<file path="config.mk">
export PLATFORM = sky130hd
export DESIGN_NAME = bc128_round
export DESIGN_NICKNAME = d
export VERILOG_FILES = /design/src/design/bc128_pkg.sv /design/src/design/bc128_round.sv
export SDC_FILE = /design/constraint.sdc
export NUM_CORES = 1
export LEC_CHECK = 0
export BUFFER_PORTS_ARGS = -buffer_cell sky130_fd_sc_hd__buf_4
export CAP_MARGIN = 30
export CORE_ASPECT_RATIO = 0.75
export CORE_MARGIN = 2
export CORE_UTILIZATION = 40
export CTS_BUF_LIST = sky130_fd_sc_hd__clkbuf_4
export DETAILED_ROUTE_END_ITERATION = 16
export SLEW_MARGIN = 20
export SYNTH_ARGS = -nofsm -noshare
export SYNTH_HDL_FRONTEND = slang
export SYNTH_SLANG_ARGS = --single-unit
</file>
<file path="constraint.sdc">
create_clock -name clk_i -period 1 [get_ports clk_i]
set_clock_uncertainty 0.2 [all_clocks]
set_input_delay 0.2 -clock clk_i [delete_from_list [all_inputs] [get_ports clk_i]]
set_output_delay 0.2 -clock clk_i [all_outputs]
set_load 0.01 [all_outputs]
</file>
<file path="src/design/bc128_pkg.sv">
`timescale 1ns / 1ps
// ----------------------------------------------------------------------------
// bc128_pkg
// Types, round constants and round functions of the 128-bit direct-key cipher.
// ----------------------------------------------------------------------------
package bc128_pkg;

  localparam int unsigned ROUND_COUNT_DEF = 16;
  localparam int unsigned RC_SLOTS        = 17;
  localparam int unsigned ADDR_W          = 4;
  localparam int unsigned DATA_W          = 64;

  // paddr bit that selects the key half
  localparam int unsigned KEY_SEL_BIT = 3;
  localparam logic KEY_SEL_LOW  = 1'b0;
  localparam logic KEY_SEL_HIGH = 1'b1;

  localparam logic DIR_ENC = 1'b0;
  localparam logic DIR_DEC = 1'b1;

  localparam logic [7:0] ROUND_CONST [RC_SLOTS] = '{
    8'h80, 8'h1B, 8'h36, 8'h6C, 8'hD8, 8'hAB, 8'h4D, 8'h9A, 8'h2F,
    8'h5E, 8'hBC, 8'h63, 8'hC6, 8'h97, 8'h35, 8'h6A, 8'hD4
  };

  // word 0 in the low 32 bits
  typedef logic [3:0][31:0] state_t;

  typedef struct packed {
    logic   dir;
    state_t s;
  } stage_t;

  function automatic logic [31:0] mix_word(logic [31:0] t);
    return t ^ {t[7:0], t[31:8]} ^ {t[23:0], t[31:24]};
  endfunction

  function automatic state_t theta(state_t k, state_t s);
    state_t      r;
    logic [31:0] t;
    r = s;
    t = mix_word(r[0] ^ r[2]);
    r[1] = r[1] ^ t;
    r[3] = r[3] ^ t;
    r = r ^ k;
    t = mix_word(r[1] ^ r[3]);
    r[0] = r[0] ^ t;
    r[2] = r[2] ^ t;
    return r;
  endfunction

  function automatic state_t gamma_step(state_t s);
    state_t      r;
    logic [31:0] t;
    r = s;
    r[1] = r[1] ^ ~(r[3] | r[2]);
    r[0] = r[0] ^ (r[2] & r[1]);
    t    = r[3];
    r[3] = r[0];
    r[0] = t;
    r[2] = r[2] ^ r[0] ^ r[1] ^ r[3];
    r[1] = r[1] ^ ~(r[3] | r[2]);
    r[0] = r[0] ^ (r[2] & r[1]);
    return r;
  endfunction

  function automatic state_t one_round(state_t k, state_t s, logic [7:0] pre,
                                       logic [7:0] post);
    state_t r;
    r = s;
    r[0] = r[0] ^ {24'h0, pre};
    r = theta(k, r);
    r[0] = r[0] ^ {24'h0, post};
    // pi1
    r[1] = {r[1][30:0], r[1][31]};
    r[2] = {r[2][26:0], r[2][31:27]};
    r[3] = {r[3][29:0], r[3][31:30]};
    r = gamma_step(r);
    // pi2
    r[1] = {r[1][0], r[1][31:1]};
    r[2] = {r[2][4:0], r[2][31:5]};
    r[3] = {r[3][1:0], r[3][31:2]};
    return r;
  endfunction

endpackage

</file>
<file path="src/design/bc128_round.sv">
`timescale 1ns / 1ps
// ----------------------------------------------------------------------------
// bc128_round
// One registered round stage; direction picks key and constant placement.
// ----------------------------------------------------------------------------
module bc128_round #(
  parameter int unsigned ROUND_COUNT = bc128_pkg::ROUND_COUNT_DEF,
  parameter int unsigned ROUND_IDX   = 0
) (
  input  logic               clk_i,
  input  logic               rst_ni,
  input  logic               valid_i,
  input  bc128_pkg::stage_t  stage_i,
  input  bc128_pkg::state_t  key_i,
  input  bc128_pkg::state_t  wkey_i,
  output logic               valid_o,
  output bc128_pkg::stage_t  stage_o
);

  localparam logic [7:0] EncRc = bc128_pkg::ROUND_CONST[ROUND_IDX];
  localparam logic [7:0] DecRc = bc128_pkg::ROUND_CONST[ROUND_COUNT - ROUND_IDX];

  logic              valid_q;
  bc128_pkg::stage_t stage_q, stage_d;

  always_comb begin
    stage_d.dir = stage_i.dir;
    if (stage_i.dir == bc128_pkg::DIR_DEC) begin
      stage_d.s = bc128_pkg::one_round(wkey_i, stage_i.s, 8'h00, DecRc);
    end else begin
      stage_d.s = bc128_pkg::one_round(key_i, stage_i.s, EncRc, 8'h00);
    end
  end

  always_ff @(posedge clk_i or negedge rst_ni) begin
    if (!rst_ni) begin
      valid_q <= 1'b0;
    end else begin
      valid_q <= valid_i;
    end
  end

  always_ff @(posedge clk_i) begin
    if (valid_i) begin
      stage_q <= stage_d;
    end
  end

  assign valid_o = valid_q;
  assign stage_o = stage_q;

endmodule

</file>
==> summary.txt, run 1 <==
Status
  – Status: complete, but fails checks
  – Failing checks: negative hold slack, negative setup slack

Clock tree
  – Clock buffer count from CTS: 17
  – CTS root buf: clkbuf_4
  – CTS Buffer Depth: 2
  – Hold buffers post-CTS: 5
  – Clk sinks: 130
  – CTS tree: yes
  – Clk slew on worst S/H paths: 190 ps
  – H-tree depth: 4

GRT
  – Via count of the first global-routing pass: 22,120
  – Pin count of the biggest net entering global routing: 47
  – Antenna violations before repair: 4
  – Global Route Usage Sum: 36.38%
  – Grt ovf: 0
  – Global-route wire length before repair: 135,800 um

Timing
  – Fmax: 0.3686 GHz
  – Headroom to the max-slew limit: 53.97%
  – Fin. Hold Viols: 7
  – Unrepaired setup endpoints after global routing: yes
  – Fin crit share: 271.3%
  – Fin. max-slew vios: 0
  – Final setup fails: 389
  – Tmin final: 2713 ps
  – Final hold slack: -100.1 ps
  – Worst-Margin Slew: 685.6 ps
  – Setup WS post-layout: -1713 ps

Min path
  – Hold Path End: stage_o[54]
  – Worst min path class: primary input to flip-flop
  – Hold path cells: 4
  – Hold path startpoint: stage_i[128]

Die
  – Rows: 70
  – Placeable Area: 48,870 sq um
  – Initial Utilization: 40.67%
  – DIE AREA: 51,510 sq um
  – Height of the die: 197.1 um
  – IO Pins: 518
  – Chip width: 261.4 um

Synthesis
  – Flops & latches, synth: 130
  – Yosys warns: 0
  – Syn_area_per_cell: 9.938 sq um
  – Yosys cell types: 43
  – Post-synthesis cell count: 2,000
  – Share of the yosys chip area belonging to registers: 19.61%
  – Mapped Nets: 2,452
  – Netlist Area Pre-Place: 19,880 sq um

Layout
  – Commonest cells after routing, fill and taps aside: 1,322 x buf_4, 389 x xnor2_1, 276 x buf_6
  – Most common cell after layout, fill and taps aside: buf_4
  – Layout cell share with drive strength beyond 1: 69.77%
  – Final core occ: 88.96%
  – Design Area, Final: 43,480 sq um
  – Final nets: 4,124
  – Area Growth Syn to Fin: 118.7%

Setup path
  – Crit Path Class: primary input to flip-flop
  – CP arrival: 3020 ps
  – Setup crit end kind: flip-flop
  – Crit path max fanout: 2
  – CP Data Required Time: 1300 ps
  – Setup crit start kind: primary input

Power
  – Combinational Power Share: 90.2%
  – Clock power frac: 2.4%
  – Sw power: 80.63 mW
  – P_int: 103.2 mW
  – Max VDD drop: 3.354 mV
  – Flop pwr share: 7.4%
  – Switching share of total power: 43.87%
  – Leak: 19.57 nW
  – Pwr Density: 4228 nW/um^2

Routing
  – # DRC: 0
  – DR WL/cell: 24.32 um
  – Post-Route WL: 105,500 um
  – Vias per cell: 5.150
  – Router iterations before antenna repair: 6
  – Final ANT Viol Nets: 0
  – Vias post-DR: 22,330
  – Drt initial violations: 1,861

Place
  – Final GP Congestion: 0.9341
  – DP HPWL: 76,060 um
  – Port bufs: 517
  – Pre-CTS WS: -2576 ps
  – Placed inst area: 35,840 sq um

Flow run
  – MaxCap Viol Count: 0
## routing by layer
| layer | GRT usage, % | routed length (um) |
|---|---|---|
| met5 | 0 | 12 |
| met3 | 6.954 | 8487 |
| met2 | 61.32 | 51280 |
| met1 | 47.21 | 40550 |
| met4 | 11.38 | 5121 |
## synth_stat cells, drive strengths merged
master	number	area share (%)
o211ai	3	0.11
o31a	6	0.26
nor2	204	3.9
mux2i	22	1.1
edfxtp	129	19
nand2b	11	0.35
xor3	25	3.0
xnor3	90	10
a211o	1	0.044
a31oi	2	0.063
and2	1	0.031
xnor2	831	37
dfrtp	1	0.13
o311ai	1	0.044
xor2	215	9.5
clkbuf	19	0.36
and3	5	0.16
nand2	68	1.3
mux2	34	1.9
a21boi	1	0.038
o21ai	57	1.4
inv	44	0.83
a31o	1	0.044
o22ai	1	0.031
a211oi	6	0.23
a21o	2	0.076
nor3	11	0.28
ha	64	4.0
o21bai	3	0.11
buf	4	0.076
a21oi	108	2.7
or3	10	0.31
a221oi	3	0.13
nor3b	1	0.038
o221ai	1	0.044
nand3b	2	0.076
nand3	3	0.076
nor2b	9	0.28
o31ai	1	0.038
## area by class of cell
type	count	area [sq um]
clock inverters	15	170.2
multi-input cells	1803	23920
repair buffers	1676	14360
well taps	648	810.8
flip-flops and latches	130	3899
diodes	3	7.507
clock buffers	17	127.6
inverters	44	180.2
fillers	2117	5394
## worst max-delay path by stage
stage	start	end	slack, ps	depth (start not counted)
after detailed placement	stage_i[59]	stage_o[24]	-2580	13
after floorplan	stage_i[43]	stage_o[8]	-2140	12
after CTS	key_i[51]	stage_o[24]	-1670	14
final	stage_i[33]	stage_o[30]	-1710	12
after global placement	stage_i[89]	stage_o[3]	-2530	13
after global routing	key_i[123]	stage_o[24]	-1730	13
## critical path: stages
cell,delay (ps)
buf_12,110
xnor2_4,250
xnor2_4,160
buf_6,130
xor3_2,570
xnor2_4,200
ha_4,280
xnor3_1,250
or3_4,350
a21oi_4,180
xnor2_2,70
mux2_2,260
## metrics by stage
step | cells | hold slack (ps) | TNS [ps] | total power, mW
final | 4336 | -100.1 | -325570 | 183.8
after global routing | 4336 | -115.6 | -324270 | 191.7
after CTS | 4226 | -130.5 | -302170 | 162.1
after detailed placement | 4062 | -219.6 | -314050 | 139.4
after global placement | 4062 | -224.6 | -310350 | 136.4
after floorplan | 2000 | -295.6 | -223360 | 90.52
## sequential cells by signal, indices dropped and copies added (netlist names)
signal / flops
valid_o: 1
stage_o: 129
## logic make-up (layout without fill, tap and decap cells)
group	after synthesis	in the layout	synth area share [%]
simple gates	325	325	6.735
compound gates	197	197	5.426
mux	56	56	3.034
fa+ha+maj	64	64	4.029
xor+xnor	1161	1161	59.90
flops	130	130	19.61
other cells	0	3	0
buf+inv	67	1752	1.265
## what timing repair did
item                       in CTS  in global routing
setup endpoints to repair     258                388
gates resized for setup       677                333
pin swaps                     446                378
setup buffers                 155                128
hold endpoints to repair      168                 12
## power by group through the flow
stage               registers (mW)  logic [mW]  clock network, mW
finish                        13.5         166               4.50
global route                  13.7         173               4.65
CTS                           13.5         144               4.44
detailed placement            13.1         126                  0
global placement              13.2         123                  0
floorplan                     14.0        76.5                  0
Note: power is estimated with default switching activity, not from simulation.
==> run 2: changes to the inputs <==
- RECOVER_POWER: default -> 100
==> summary.txt, run 2 (same netlist as run 1, synthesis figures left out) <==
Clock tree
  – Hold buffers post-CTS: 5 (unchanged)
  – CTS Buffer Depth: 2 (unchanged)
  – Clk sinks: 130 (unchanged)
  – CTS root buf: clkbuf_4
  – Clk slew on worst S/H paths: 190 ps (about the same)
  – CTS tree: yes
  – H-tree depth: 4 (unchanged)
  – Clock buffer count from CTS: 17 (unchanged)

Place
  – DP HPWL: 76,060 um (unchanged)
  – Placed cells: 4,062 (unchanged)
  – Final GP Congestion: 0.9341 (unchanged)
  – Placed inst area: 35,840 sq um (unchanged)
  – Port bufs: 517 (unchanged)

Timing
  – Final hold slack: -100.8 ps (-0.6370 ps)
  – Headroom to the max-slew limit: 53.97% (unchanged)
  – Unrepaired setup endpoints after global routing: yes
  – Fin crit share: 271.2% (about the same)
  – Fmax: 0.3687 GHz (about the same)
  – Tmin final: 2712 ps (-0.7600 ps)
  – Worst-Margin Slew: 685.6 ps (unchanged)
  – Setup WS post-layout: -1712 ps (+0.7600 ps)
  – Final setup fails: 389 (unchanged)
  – Fin. Hold Viols: 7 (unchanged)
  – Fin. max-slew vios: 0 (unchanged)

Setup path
  – Crit Path Class: primary input to flip-flop
  – Crit path max fanout: 2 (unchanged)
  – CP Data Required Time: 1300 ps (about the same)
  – Setup crit start kind: primary input
  – Setup crit end kind: flip-flop
  – CP arrival: 3020 ps (about the same)

Layout
  – Max reg flops: 129 (unchanged)
  – Final nets: 4,124 (unchanged)
  – Non-Filler Instances: 4,336 (unchanged)
  – FILL cells: 2,117 (unchanged)
  – Commonest cells after routing, fill and taps aside: 1,321 x buf_4, 389 x xnor2_1, 276 x buf_6
  – Layout cell share with drive strength beyond 1: 69.77% (unchanged)
  – Area Growth Syn to Fin: 118.7% (unchanged)
  – Design Area, Final: 43,480 sq um (unchanged)
  – Most common cell after layout, fill and taps aside: buf_4

GRT
  – Via count of the first global-routing pass: 22,120 (unchanged)
  – Global Route Usage Sum: 36.38% (unchanged)
  – Pin count of the biggest net entering global routing: 47 (unchanged)
  – Grt ovf: 0 (unchanged)
  – Global-route wire length before repair: 135,800 um (unchanged)
  – Antenna violations before repair: 4 (unchanged)

Die
  – Chip width: 261.4 um (unchanged)
  – Height of the die: 197.1 um (unchanged)
  – DIE AREA: 51,510 sq um (unchanged)
  – IO Pins: 518 (unchanged)
  – Placeable Area: 48,870 sq um (unchanged)
  – Rows: 70 (unchanged)
  – Initial Utilization: 40.67% (unchanged)

Power
  – Max VDD drop: 3.354 mV (about the same)
  – Pwr Density: 4229 nW/um^2 (about the same)
  – Leak: 19.57 nW (about the same)

Status
  – Status: complete, but fails checks
  – Failing checks: negative hold slack, negative setup slack

Routing
  – DR WL/cell: 24.32 um (about the same)
  – Final ANT Viol Nets: 0 (unchanged)
  – Router iterations before antenna repair: 6 (unchanged)
  – Vias per cell: 5.157 (+0.13%)
  – Vias post-DR: 22,360 (+0.13%)
  – # DRC: 0 (unchanged)
  – Post-Route WL: 105,500 um (about the same)
  – Drt initial violations: 1,859 (-0.11%)

Min path
  – Hold Path End: stage_o[54]
  – Hold path startpoint: stage_i[128]
  – Worst min path class: primary input to flip-flop
  – Hold path cells: 4 (unchanged)

Flow run
  – MaxCap Viol Count: 0 (unchanged)
-- run 2: critical path: stages --
cell and delay (ps):
buf_12 110, xnor2_4 250, xnor2_4 160, buf_6 130
xor3_2 570, xnor2_4 200, ha_4 280, xnor3_1 250
or3_4 350, a21oi_4 180, xnor2_2 70, mux2_2 260
-- run 2: worst max-delay path by stage --
stage                start     endpoint  slack (ps)  cells after the start
2_1_floorplan  stage_i[43]   stage_o[8]       -2140                     12
3_3_place_gp   stage_i[89]   stage_o[3]       -2530                     13
3_5_place_dp   stage_i[59]  stage_o[24]       -2580                     13
4_1_cts          key_i[51]  stage_o[24]       -1670                     14
5_1_grt         key_i[123]  stage_o[24]       -1730                     13
6_report       stage_i[33]  stage_o[30]       -1710                     12
-- run 2: area by class of cell --
class                           instances  area (sq um)  area share (%)
Clock buffer                           17         127.6          0.2935
Clock inverter                         15         170.2          0.3914
Timing Repair Buffer                 1676         14360           33.04
Tap cell                              648         810.8           1.865
Inverter                               44         180.2          0.4144
Antenna cell                            3         7.507         0.01727
Sequential cell                       130          3899           8.967
Multi-Input combinational cell       1803         23920           55.01
-- run 2: metal layers --
metal / GRT usage [%] / routed length, um / up-vias
li1: - / - / 9930
met1: 47.21 / 40660 / 11050
met2: 61.32 / 51230 / 1094
met3: 6.954 / 8405 / 279
met4: 11.38 / 5160 / 2
met5: 0 / 12 / -
-- run 2: stage by stage --
| stage | power [mW] | util, % | setup TNS [ps] | setup slack, ps |
|---|---|---|---|---|
| floorplan | 90.52 | - | -223360 | -2136 |
| global placement | 136.4 | 73.33 | -310350 | -2526 |
| detailed placement | 139.4 | 73.33 | -314050 | -2576 |
| CTS | 162.1 | 83.47 | -302170 | -1670 |
| global route | 191.7 | 88.96 | -324270 | -1725 |
| finish | 183.9 | 88.96 | -325520 | -1712 |
-- run 2: where the power goes --
| part | switching, mW | internal (mW) | leakage, nW |
|---|---|---|---|
| clock network | 2.95 | 1.56 | 0.162 |
| registers | 1.83 | 11.7 | 1.28 |
| logic | 75.9 | 89.9 | 18.1 |
-- run 2: repair_timing --
item / CTS / global route
pin swaps: 446 / 378
setup buffers: 155 / 128
setup endpoints to repair: 258 / 388
resized for setup: 677 / 333
gates cloned: 0 / 0
hold endpoints to repair: 168 / 12
